`src/dpsf_pkg.sv`:
```
package dpsf_pkg;

   localparam int MAX_PREAMBLE_DEF   = 30;
   localparam int CUTOUT_SYMBOLS_DEF = 4;

   localparam int TICK_W  = 15;
   localparam int CSR_W   = 15;
   localparam int CSR_IDX_W = 3;

   typedef enum logic [CSR_IDX_W-1:0] {
      CSR_ONE_BIT_TICKS    = 3'd0,
      CSR_ZERO_BIT_TICKS   = 3'd1,
      CSR_END_BIT_TICKS    = 3'd2,
      CSR_CUTOUT_TICKS     = 3'd3,
      CSR_PREAMBLE_COUNT   = 3'd4,
      CSR_FIRST_HALF_LEVEL = 3'd5,
      CSR_LEAD_ZERO_ENABLE = 3'd6
   } csr_index_type;

   typedef enum logic [2:0] {
      KIND_CUTOUT   = 3'd0,
      KIND_LEADZ    = 3'd1,
      KIND_PREAMBLE = 3'd2,
      KIND_START    = 3'd3,
      KIND_DATA     = 3'd4,
      KIND_END      = 3'd5
   } symbol_kind_type;

   typedef enum logic [2:0] {
      ST_IDLE,
      ST_CUTOUT,
      ST_LEADZ,
      ST_PREAMBLE,
      ST_START,
      ST_DATA,
      ST_END
   } state_type;

   typedef struct packed {
      logic [7:0] packet_byte;
      logic       final_byte;
   } req_word_type;

   typedef struct packed {
      logic              lead_level;
      logic [TICK_W-1:0] lead_ticks;
      logic              trail_level;
      logic [TICK_W-1:0] trail_ticks;
      logic [2:0]        symbol_kind;
      logic              run_last;
   } rsp_word_type;

endpackage

```
`src/dcc_packet_symbol_framer.sv`:
```
// channel  | valid      | stall      | word
// ---------+------------+------------+----------------------------------------
// request  | req_valid  | req_stall  | req_word  (packet_byte, final_byte)
// response | rsp_valid  | rsp_stall  | rsp_word  (one two-phase symbol)
// config   | csr_write  | -          | csr_index, csr_data
//
// one symbol per cycle from a sequencer unless rsp_stall holds it; a byte shifts out one bit per data symbol
// inside a packet a byte is a start symbol and a data symbol per bit, then an end symbol
// when it ends one; when it opens one, CUTOUT_SYMBOLS cutout symbols if due, a lead zero
// if enabled and one to MAX_PREAMBLE preamble symbols come first
// req_stall stays high from acceptance until the last symbol is in the output register
// rsp_stall holds the output register and the sequencer; reset is synchronous
module dcc_packet_symbol_framer #(
   parameter int MAX_PREAMBLE   = dpsf_pkg::MAX_PREAMBLE_DEF,
   parameter int CUTOUT_SYMBOLS = dpsf_pkg::CUTOUT_SYMBOLS_DEF
) (
   input  logic                                clock,
   input  logic                                reset,
   input  logic                                req_valid,
   output logic                                req_stall,
   input  dpsf_pkg::req_word_type              req_word,
   output logic                                rsp_valid,
   input  logic                                rsp_stall,
   output dpsf_pkg::rsp_word_type              rsp_word,
   input  logic                                csr_write,
   input  logic [dpsf_pkg::CSR_IDX_W-1:0]      csr_index,
   input  logic [dpsf_pkg::CSR_W-1:0]          csr_data
);
   import dpsf_pkg::*;

   localparam int CNT_MAX_A = (MAX_PREAMBLE > CUTOUT_SYMBOLS) ? MAX_PREAMBLE : CUTOUT_SYMBOLS;
   localparam int CNT_MAX   = (CNT_MAX_A > 8) ? CNT_MAX_A : 8;
   localparam int CNT_W     = $clog2(CNT_MAX + 1);

   logic [TICK_W-1:0] one_ticks_ff, zero_ticks_ff, end_ticks_ff, cutout_ticks_ff;
   logic [4:0]        preamble_ff;
   logic              level_ff, lead_zero_ff;

   state_type         state_ff, state_in;
   logic [CNT_W-1:0]  cnt_ff, cnt_in;
   logic [7:0]        shift_ff, shift_in;
   logic              final_ff, final_in;
   logic              inside_packet_ff, inside_packet_in;
   logic              cutout_due_ff, cutout_due_in;
   logic              rsp_valid_ff, rsp_valid_in;
   rsp_word_type      rsp_word_ff, rsp_word_in;

   logic              req_take, out_free, emit;
   logic [CNT_W-1:0]  pre_load;
   state_type         open_state;
   symbol_kind_type   kind;
   logic [TICK_W-1:0] t0, t1;
   logic              last_sym;

   assign req_stall = (state_ff != ST_IDLE);
   assign req_take  = req_valid && !req_stall;
   assign out_free  = !rsp_valid_ff || !rsp_stall;
   assign emit      = (state_ff != ST_IDLE) && out_free;
   assign rsp_valid = rsp_valid_ff;
   assign rsp_word  = rsp_word_ff;

   always_ff @(posedge clock) begin
      if (reset) begin
         one_ticks_ff    <= TICK_W'(58);
         zero_ticks_ff   <= TICK_W'(100);
         end_ticks_ff    <= '0;
         cutout_ticks_ff <= '0;
         preamble_ff     <= 5'd17;
         level_ff        <= 1'b0;
         lead_zero_ff    <= 1'b0;
      end else if (csr_write) begin
         unique case (csr_index)
            CSR_ONE_BIT_TICKS:    one_ticks_ff    <= csr_data;
            CSR_ZERO_BIT_TICKS:   zero_ticks_ff   <= csr_data;
            CSR_END_BIT_TICKS:    end_ticks_ff    <= csr_data;
            CSR_CUTOUT_TICKS:     cutout_ticks_ff <= csr_data;
            CSR_PREAMBLE_COUNT:   preamble_ff     <= csr_data[4:0];
            CSR_FIRST_HALF_LEVEL: level_ff        <= csr_data[0];
            CSR_LEAD_ZERO_ENABLE: lead_zero_ff    <= csr_data[0];
            default: ;
         endcase
      end
   end

   // saturated preamble length minus one; a length of zero counts as one
   always_comb begin
      if (preamble_ff == 5'd0) begin
         pre_load = '0;
      end else if (32'(preamble_ff) > 32'(MAX_PREAMBLE)) begin
         pre_load = CNT_W'(MAX_PREAMBLE - 1);
      end else begin
         pre_load = CNT_W'(preamble_ff - 5'd1);
      end
   end

   always_comb begin
      if (inside_packet_ff) begin
         open_state = ST_START;
      end else if (cutout_due_ff && (cutout_ticks_ff != '0)) begin
         open_state = ST_CUTOUT;
      end else if (lead_zero_ff) begin
         open_state = ST_LEADZ;
      end else begin
         open_state = ST_PREAMBLE;
      end
   end

   // next state
   always_comb begin
      state_in = state_ff;
      unique case (state_ff)
         ST_IDLE: begin
            if (req_take) state_in = open_state;
         end
         ST_CUTOUT: begin
            if (emit && cnt_ff == '0) state_in = lead_zero_ff ? ST_LEADZ : ST_PREAMBLE;
         end
         ST_LEADZ: begin
            if (emit) state_in = ST_PREAMBLE;
         end
         ST_PREAMBLE: begin
            if (emit && cnt_ff == '0) state_in = ST_START;
         end
         ST_START: begin
            if (emit) state_in = ST_DATA;
         end
         ST_DATA: begin
            if (emit && cnt_ff == '0) state_in = final_ff ? ST_END : ST_IDLE;
         end
         ST_END: begin
            if (emit) state_in = ST_IDLE;
         end
         default: state_in = ST_IDLE;
      endcase
   end

   // outputs and datapath
   always_comb begin
      cnt_in           = cnt_ff;
      shift_in         = shift_ff;
      final_in         = final_ff;
      inside_packet_in = inside_packet_ff;
      cutout_due_in    = cutout_due_ff;
      kind             = KIND_CUTOUT;
      t0               = cutout_ticks_ff;
      t1               = cutout_ticks_ff;
      last_sym         = 1'b0;
      unique case (state_ff)
         ST_IDLE: begin
            if (req_take) begin
               shift_in         = req_word.packet_byte;
               final_in         = req_word.final_byte;
               inside_packet_in = !req_word.final_byte;
               cutout_due_in    = cutout_due_ff | req_word.final_byte;
               if (open_state == ST_CUTOUT) begin
                  cnt_in = CNT_W'(CUTOUT_SYMBOLS - 1);
               end else begin
                  cnt_in = pre_load;
               end
            end
         end
         ST_CUTOUT: begin
            if (emit) cnt_in = (cnt_ff == '0) ? pre_load : cnt_ff - CNT_W'(1);
         end
         ST_LEADZ: begin
            kind = KIND_LEADZ;
            t0   = zero_ticks_ff;
            t1   = zero_ticks_ff;
            if (emit) cnt_in = pre_load;
         end
         ST_PREAMBLE: begin
            kind = KIND_PREAMBLE;
            t0   = one_ticks_ff;
            t1   = one_ticks_ff;
            if (emit && cnt_ff != '0) cnt_in = cnt_ff - CNT_W'(1);
         end
         ST_START: begin
            kind = KIND_START;
            t0   = zero_ticks_ff;
            t1   = zero_ticks_ff;
            if (emit) cnt_in = CNT_W'(7);
         end
         ST_DATA: begin
            kind     = KIND_DATA;
            t0       = shift_ff[7] ? one_ticks_ff : zero_ticks_ff;
            t1       = t0;
            last_sym = (cnt_ff == '0) && !final_ff;
            if (emit) begin
               shift_in = {shift_ff[6:0], 1'b0};
               if (cnt_ff != '0) cnt_in = cnt_ff - CNT_W'(1);
            end
         end
         ST_END: begin
            kind     = KIND_END;
            t0       = one_ticks_ff;
            t1       = (end_ticks_ff != '0) ? end_ticks_ff : one_ticks_ff;
            last_sym = 1'b1;
         end
         default: ;
      endcase

      rsp_valid_in = rsp_valid_ff && rsp_stall;
      rsp_word_in  = rsp_word_ff;
      if (emit) begin
         rsp_valid_in            = 1'b1;
         rsp_word_in.lead_level  = level_ff;
         rsp_word_in.lead_ticks  = t0;
         rsp_word_in.trail_level = !level_ff;
         rsp_word_in.trail_ticks = t1;
         rsp_word_in.symbol_kind = kind;
         rsp_word_in.run_last    = last_sym;
      end
   end

   always_ff @(posedge clock) begin
      if (reset) begin
         state_ff         <= ST_IDLE;
         inside_packet_ff <= 1'b0;
         cutout_due_ff    <= 1'b0;
         rsp_valid_ff     <= 1'b0;
      end else begin
         state_ff         <= state_in;
         inside_packet_ff <= inside_packet_in;
         cutout_due_ff    <= cutout_due_in;
         rsp_valid_ff     <= rsp_valid_in;
      end
   end

   always_ff @(posedge clock) begin
      cnt_ff      <= cnt_in;
      shift_ff    <= shift_in;
      final_ff    <= final_in;
      rsp_word_ff <= rsp_word_in;
   end

   a_open_has_preamble: assert property (@(posedge clock) disable iff (reset)
      req_take && !inside_packet_ff |=> state_ff != ST_START && state_ff != ST_DATA)
      else $error("packet opened without preamble");

   a_cutout_after_end: assert property (@(posedge clock) disable iff (reset)
      rsp_valid_ff && rsp_word_ff.symbol_kind == KIND_CUTOUT |-> cutout_due_ff)
      else $error("cutout before any packet ended");

   a_end_is_last: assert property (@(posedge clock) disable iff (reset)
      rsp_valid_ff && rsp_word_ff.symbol_kind == KIND_END |-> rsp_word_ff.run_last)
      else $error("end bit not marked last");

endmodule

```
`config.mk`:
```
export PLATFORM = sky130hd
export DESIGN_NAME = dcc_packet_symbol_framer
export DESIGN_NICKNAME = d
export VERILOG_FILES = /design/src/dpsf_pkg.sv /design/src/dcc_packet_symbol_framer.sv
export SDC_FILE = /design/constraint.sdc
export NUM_CORES = 1
export LEC_CHECK = 0
export CAP_MARGIN = 10
export CORE_MARGIN = 2
export CORE_UTILIZATION = 63
export DETAILED_ROUTE_END_ITERATION = 16
export DONT_BUFFER_PORTS = 1
export GPL_ROUTABILITY_DRIVEN = 0
export PLACE_DENSITY = 0.79
export SLEW_MARGIN = 15
export SYNTH_ARGS = -nofsm -noshare
export SYNTH_HDL_FRONTEND = slang
export SYNTH_SLANG_ARGS = --single-unit
```
`constraint.sdc`:
```
create_clock -name clock -period 3 [get_ports clock]
set_clock_uncertainty 0.05 [all_clocks]
set_input_delay 0.3 -clock clock [delete_from_list [all_inputs] [get_ports clock]]
set_output_delay 0.3 -clock clock [all_outputs]
set_load 0.02 [all_outputs]
```
; ---- Yosys cells after proc, flatten, opt, wreduce, memory -nomap -nowiden
; Index checks and enable logic that the tools add are counted.
[totals]
elab_cells = 119
inputBits = 32
reg_bits = 123
[classes]
reduce_logical = 37
n_addsub = 2
eq_ne = 24
n_bitwise = 1
order_cmp = 1
n_mux = 34
[op_table]
columns = operator, count
row1 = 15-bit one-hot mux with 4 select lines, 1
row2 = 5-bit 2-to-1 mux, 11
row3 = 15-bit one-hot mux with 3 select lines, 1
row4 = 15-bit 2-to-1 mux, 2
row5 = 5-bit one-hot mux with 6 select lines, 1
row6 = 15-bit nonzero test, 2
row7 = 3-bit 2-to-1 mux, 9
row8 = "2-bit inequality test, second input constant", 11
row9 = 3-bit one-hot mux with 7 select lines, 1
row10 = "3-bit equality test, second input constant", 6
row11 = 8-bit 2-to-1 mux, 2
row12 = 8-bit one-hot mux with 2 select lines, 1
row13 = 2-bit AND reduction, 8
row14 = 3-bit one-hot mux with 5 select lines, 1
row15 = "3-bit by 2-bit equality test with 1-bit output, second input constant", 4
row16 = 5-bit zero test, 2
row17 = "5-bit by 1-bit subtractor with 5-bit output, second input constant", 2
row18 = "3-bit by 1-bit equality test with 1-bit output, second input constant", 3
row19 = 8-bit AND reduction, 1
row20 = 1-bit logical AND, 7
row21 = 7-bit AND reduction, 1
row22 = 1-bit zero test, 6
row23 = 3-bit zero test, 2
row24 = 6-bit nonzero test, 1
row25 = 11 further kinds, 13

; ---- Logic depth before layout (Yosys ltp)
; Gate-level depths: netlist (run 1).
[logic_depth]
word_depth = 8
depth_mapped = 7
ltp_nobuf = 6

; ---- Worst setup path before layout (run 1)
; OpenSTA, ideal clock, no wires.
[synth_timing]
kind = register -> register
start = reg rsp_valid_ff (netlist: rsp_valid)
end = reg rsp_word_ff (netlist bit rsp_word[0]), enable pin
t_arrival_ns = 2.143
period_less_slack_ns = 2.622
setup_slack_ns = 0.378
stages_incl_launch_ff = 3
path_cell_list = dfxtp_1 and2_1 nor2_1
[synth_between]
elab_chain_cells = 3
[synth_rtl]
columns = item, line_no
row1 = from (decl), dcc_packet_symbol_framer.sv:45  ; logic rsp_valid_ff, rsp_valid_in;
row2 = from (signal assigned), dcc_packet_symbol_framer.sv:225  ; rsp_valid_ff <= rsp_valid_in;
row3 = 1-bit zero test, dcc_packet_symbol_framer.sv:57  ; assign out_free = !rsp_valid_ff || !rsp_stall;
row4 = 1-bit logical OR, dcc_packet_symbol_framer.sv:57
row5 = 1-bit logical AND, dcc_packet_symbol_framer.sv:58  ; assign emit = (state_ff != ST_IDLE) && out_free;
row6 = net emit, dcc_packet_symbol_framer.sv:48  ; logic req_take, out_free, emit;
row7 = to (signal assigned), dcc_packet_symbol_framer.sv:233  ; rsp_word_ff <= rsp_word_in;
row8 = to (decl), dcc_packet_symbol_framer.sv:46  ; rsp_word_type rsp_word_ff, rsp_word_in;
; The timed path passes the listed nets, and every way through them passes these cells.
; A chain may end at the register's enable or synchronous reset.

; ---- Worst setup path after layout (run 1)
[layout_timing]
start = reg state_ff[1]
end = reg rsp_word_ff (netlist bit rsp_word[7]), data pin
[layout_between]
elab_chain_cells = 3
elab_cells_between_ends = 7
[layout_rtl]
columns = item, line_no
row1 = from (decl), dcc_packet_symbol_framer.sv:39  ; state_type state_ff, state_in;
row2 = from (signal assigned), dcc_packet_symbol_framer.sv:222  ; state_ff <= state_in;
row3 = 3-bit equality test or 3-bit by 2-bit equality test with 1-bit output (tied branches), dcc_packet_symbol_framer.sv:148  ; unique case (state_ff)
row4 = 2-bit OR reduction (no source line), n/a
row5 = 15-bit one-hot mux with 4 select lines *, dcc_packet_symbol_framer.sv:148
row6 = net t1[3], dcc_packet_symbol_framer.sv:52  ; logic [TICK_W-1:0] t0, t1;
; Mark *: on every way through the listed nets, which the timed path passes. The rest lies on a longest branch.

==> results.ini, run 1 <==
[status]
status=finished clean

[pwr]
vdd_drop_max_mv=0.521
total_power_mw=6.41
power.leakage_nw=2.49
powerDensity_mw_per_mm2=998

[synth]
netlist.area_leader.share_pct=27.8
ys_seq_elements=123
syn_nets=590
synthTopCellsByArea=edfxtp_1, dfxtp_1, nand2_1
yosysUniqueCellTypes=57
synthFlopType=dfxtp_1
ys_seq_area_share_pct=54.8
yosys_warnings=0
avgSynthCellArea_sq_um=9.74
synth_top_cell_by_area=edfxtp_1
netlist_area_sq_mm=0.00541
synthArstFlopShare_pct=0
synth_edf_count=50
syn_inst=555

[clock_tree]
htreeDepth=4
cts_buffers=17
cts_buffer_depth=2
holdBufCountCts=33
ctsRootBufferMaster=clkbuf_8
cts_tree=yes
clock_latency_ps=520
post_cts_resized=0
cts_sinks=123
cts_setup_buffers=0
clk_pin_slew_ps=60

[timing]
relSlewSlack_pct=44.2
tightest_slew_ps=837
hold_viol=0
setup_tns_ps=0
fmax_mhz=419
post-route-min-period_ps=2390
post-route-period-util_pct=79.5
slew_viol_final=0
rsz0062_at_grt=false
setup_ws_ps=614
setup_viol=0

[setup_path]
critPathCaptureType=flop
crit_chain=and2_1 -> nand2_1 -> o21ai_2 -> a221o_1
worstPathArrival_ps=2720
cpPeakStageDelay_ps=740
cp.required_ps=3330
critical_path.top_delay_family=compound AO/OA/AOI/OAI gates
crit_buf_inv=0
path_class=reg -> reg
critPathLaunchType=flop
crit_path_max_fanout=20
cpMaxStageDelayCell=dfxtp_1

[layout]
stdcell_count=699
fillerInstances=488
nets=615
seqCellArea_sq_mm=0.00296
final_layout_size_suffix_gt1_share_pct=9.95
syn2layout_area_growth_pct=18.7
mostFrequentLayoutCells=nand2_1, dfxtp_1, a21oi_1
multi_input_area_sq_mm=0.00225
layout_commonest_cell=nand2_1
fin_area_sq_mm=0.00642

[worst_hold_path]
hold_path.class=in -> reg

[drt]
wl_per_cell_um=21.2
drt_wl_total_mm=14.8
ant_nets=0
vias=4645
drc_errors=0
viasPerCell=6.65
drtPass1Iterations=5
drt_iter0_drc=607

[global_routing]
grt_max_degree=64
grt_pass1_wl_mm=23.9
grt_pass1_vias=4494
antenna_found_initial=1
overflow=0
grt_use_total_pct=32.2

[die]
io_pins=70
num_rows=33
dieArea_sq_mm=0.00934
core_sq_mm=0.00826
die_h_um=96.6
start_util_pct=65.5
die_w_um=96.6

[placed_design]
dp_cells=633
placed_cell_area_sq_mm=0.00543
dp_hpwl_mm=9.07
port_buffers=0
place_ws_ps=477

[run]
max_cap_viol_count=0

-- cell usage after synthesis, types with 11 or more instances --
cell type  count
a21o_1        18
nand2_1      140
dfxtp_1       73
a21oi_1       61
a221o_1       15
inv_1         11
buf_2         13
clkbuf_1      16
nor2_1        15
edfxtp_1      50
a22o_1        17
-- metrics by stage --
stage	hold WS [ps]	util [%]
2_1_floorplan	347	-
3_3_place_gp	323	65.8
3_5_place_dp	332	65.8
4_1_cts	29.6	77.6
5_1_grt	57.3	77.7
6_report	47.2	77.7
-- final timing paths --
path                                                    start                            end  slack (ps)  depth (start not counted)
worst max-delay path                 state_ff[1]$_SDFFE_PP0P_          rsp_word[7]$_DFFE_PP_         610                          4
worst min-delay path                                    reset   one_ticks_ff[5]$_SDFFE_PP1P_          50                          2
worst max register to register       state_ff[1]$_SDFFE_PP0P_          rsp_word[7]$_DFFE_PP_         610                          4
worst min register to register  zero_ticks_ff[0]$_SDFFE_PP0P_  zero_ticks_ff[0]$_SDFFE_PP0P_         410                          2
-- cells by family after synthesis --
| group | count (synthesis) | synth area share (%) |
|---|---|---|
| simple gates | 216 | 18.1 |
| compound gates | 151 | 19.2 |
| flops | 123 | 54.8 |
| buf+inv | 44 | 3.70 |
| mux | 16 | 3.15 |
| fa+ha+maj | 3 | 0.695 |
| xor+xnor | 2 | 0.324 |
-- worst reg2reg max path, cell delays in order, from the launching register on --
cell,delay (ps)
dfxtp_1,740
and2_1,320
nand2_1,160
o21ai_2,700
a221o_1,290
-- flip-flops by register name, summed over array words and instances, names as in the netlist, 5 cells and up --
name and flops:
end_ticks_ff 15, one_ticks_ff 15, preamble_ff 5, cnt_ff 5, rsp_word 36, shift_ff 8, cutout_ticks_ff 15, zero_ticks_ff 15
-- power breakdown --
group | switching [mW] | internal [mW]
registers | 0.551 | 2.29
clock network | 0.832 | 1.32
logic | 0.897 | 0.516
total | 2.28 | 4.13
-- cell type report --
cell class | instances | share of cell area (%)
diodes | 1 | 0.0390
clock buffers | 19 | 7.23
clock inverters | 13 | 2.63
inverters | 11 | 0.643
multi-input cells | 388 | 35.1
flip-flops and latches | 123 | 46.2
well taps | 105 | 2.05
repair buffers | 39 | 6.12
-- routing by layer --
layer	GRT usage [%]	wire length, um	vias to the layer above
met5	0	0	-
met4	12.5	493	0
met3	9.18	1740	51
met2	48.9	6730	338
met1	44.2	5850	2186
li1	-	-	2070
Note: power is estimated with default switching activity, not from simulation.
==> inputs of run 2 (changes only) <==
- ABC_AREA: unset -> 1
- CORE_UTILIZATION: 63 -> 57
- PLACE_DENSITY: 0.79 -> 0.75
- clock period: 3 -> 2 ns (I/O delays scaled with it)
==> results.ini, run 2 <==
[layout]
fin_area_sq_mm=0.00684
mostFrequentLayoutCells=nand2_1, nor2_1, o21ai_0
syn2layout_area_growth_pct=21.1
layout_commonest_cell=nand2_1
largest_reg_flops=36
nets=788
fillerInstances=729
n_antenna_cell=0
final_util_pct=70.6
final_layout_size_suffix_gt1_share_pct=10.4

[synth]
yosysUniqueCellTypes=33
netlist_area_sq_mm=0.00565
yosys_warnings=0
yosysMostFrequentCell=nand2_1
synth_edf_count=50
netlist.area_leader.share_pct=26.6
synthFlopType=dfxtp_1
synth_top_cell_by_area=edfxtp_1
synthTopCellsByArea=edfxtp_1, dfxtp_1, nand2_1
synth_top_family_by_area=simple AND/OR/NAND/NOR gates
synthAdderAreaFrac_pct=0.664
yosys.area_share.xor_xnor_pct=0.465
synthArstFlopShare_pct=0
synth-simple-area-share_pct=23.4
syn_inst=712
avgSynthCellArea_sq_um=7.94
netlist_top_cells_count=nand2_1, nor2_1, o21ai_0
syn_nets=747
muxShareOfSynthArea_pct=0
ys_seq_area_share_pct=52.4
ys_seq_elements=123
synth_compound_area_share_pct=15.9

[drt]
met3RoutedLength_mm=1.40
viasPerCell=5.64
drtPass1Iterations=6
dr_wl_met2_mm=7.06
ant_nets=0
wl_met1_mm=5.93
drt_wl_total_mm=14.7
drc_errors=0
vias=5071
top_layer_used=met4
wl_per_cell_um=16.3
drt_iter0_drc=461

[pwr]
powerDensity_mw_per_mm2=1460
power.leakage_nw=2.91
vdd_drop_max_mv=1.02
total_power_mw=9.99

[setup_path]
cpMaxStageDelayCell=dlygate4sd3_1
crit_chain=dlygate4sd3_1 -> nand3_1 -> dlygate4sd3_1 -> a21oi_1 -> dlygate4sd3_1
crit_top_cell=dlygate4sd3_1
crit_buf_inv=3
crit_path_max_fanout=7
critPathLaunchType=input pin
cpPeakStageDelay_ps=740
cp.required_ps=2420
worstPathArrival_ps=2350
critical_path.top_delay_family=buffers and inverters
path_class=in -> reg
critPathCaptureType=flop

[die]
io_pins=70
num_rows=36
start_util_pct=58.4
die_w_um=104
die_h_um=104
dieArea_sq_mm=0.0107
core_sq_mm=0.00968

[timing]
fmax_mhz=519
setup_viol=0
tightest_slew_ps=859
relSlewSlack_pct=42.7
slew_viol_final=0
post-route-min-period_ps=1930
rsz0062_at_grt=false
setup_ws_ps=72.5
hold_viol=0
post-route-period-util_pct=96.4

[run]
max_cap_viol_count=0

[clock_tree]
cts_buffer_depth=2
cts_sinks=123
clk_pin_slew_ps=60
ctsRootBufferMaster=clkbuf_8
cts_buffers=17
cts_tree=yes
clock_latency_ps=530
htreeDepth=4

[placed_design]
place_ws_ps=-25.3
placed_cell_area_sq_mm=0.00580
dp_hpwl_mm=9.25
port_buffers=0

[global_routing]
antenna_found_initial=0
grt_use_total_pct=27.8
grt_max_degree=67
overflow=0
grt_pass1_vias=4735
grt_pass1_wl_mm=23.4

[worst_hold_path]
hold_path.class=in -> reg

[status]
status=finished clean

## run 2: cell types whose count changed in the layout (fill, tap and decap cells not counted), sizes merged, moves of 7 or more
cell and delta:
inv +56, nor2 +75, mux2 -8, nand3 +26
o21ai +79, nand2 +26, a21oi +8, nor2b -7
mux2i -8, a22o -17, a21o -18, a221o -15
## run 2: timing repair
action | 4_1_cts | 5_1_grt
buffers inserted | 2 | 0
endpoints found under the hold margin | 83 | 0
setup endpoints to repair | 4 | 18
hold buffers | 34 | 0
pin swaps | 1 | 0
gates resized for setup | 0 | 5
## run 2: metal layers
| layer | vias up | GRT usage (%) |
|---|---|---|
| met5 | - | 0 |
| met4 | 0 | 10.7 |
| met3 | 34 | 8.50 |
| met2 | 269 | 45.6 |
| met1 | 2326 | 34.6 |
| li1 | 2442 | - |
## run 2: worst paths after layout
path                                 start                       endpoint  slack (ps)  depth (start not counted)
min                           csr_index[2]    preamble_ff[0]$_SDFFE_PP1P_          20                          3
min reg2reg  zero_ticks_ff[2]$_SDFFE_PP1P_  zero_ticks_ff[2]$_SDFFE_PP1P_         410                          2
max                            csr_data[0]          level_ff$_SDFFE_PP0P_          70                          5
max reg2reg       state_ff[0]$_SDFFE_PP0P_         rsp_word[13]$_DFFE_PP_         100                          9
## run 2: metrics by stage
step	TNS (ps)	hold slack, ps	cells
CTS	0	12.7	899
global route	0	79.2	899
global placement	0	214	831
floorplan	0	212	712
finish	0	20.4	899
detailed placement	-38.2	217	831
## run 2: power breakdown
part           internal, mW  switching (mW)
Clock                  2.25            1.09
Combinational         0.721            1.65
Sequential             3.51           0.769
Total                  6.47            3.51
## run 2: cell families after synthesis
kind of cell	after synthesis
flops	123
buf+inv	101
xor+xnor	3
simple gates	308
fa+ha+maj	3
compound gates	174
## run 2: area by class of cell
cell class / instances / area [sq um] / area share (%)
Clock inverter: 11 / 190 / 2.78
Clock buffer: 21 / 459 / 6.71
Inverter: 76 / 292 / 4.26
Tap cell: 133 / 166 / 2.43
Timing Repair Buffer: 47 / 450 / 6.58
Multi-Input combinational cell: 488 / 2320 / 33.9
Sequential cell: 123 / 2970 / 43.4
## run 2: worst min-delay path, delay by kind of cell
family,cells,cell delay [ps]
AND/OR/NAND/NOR,2,200
AO/OA/AOI/OAI,1,150
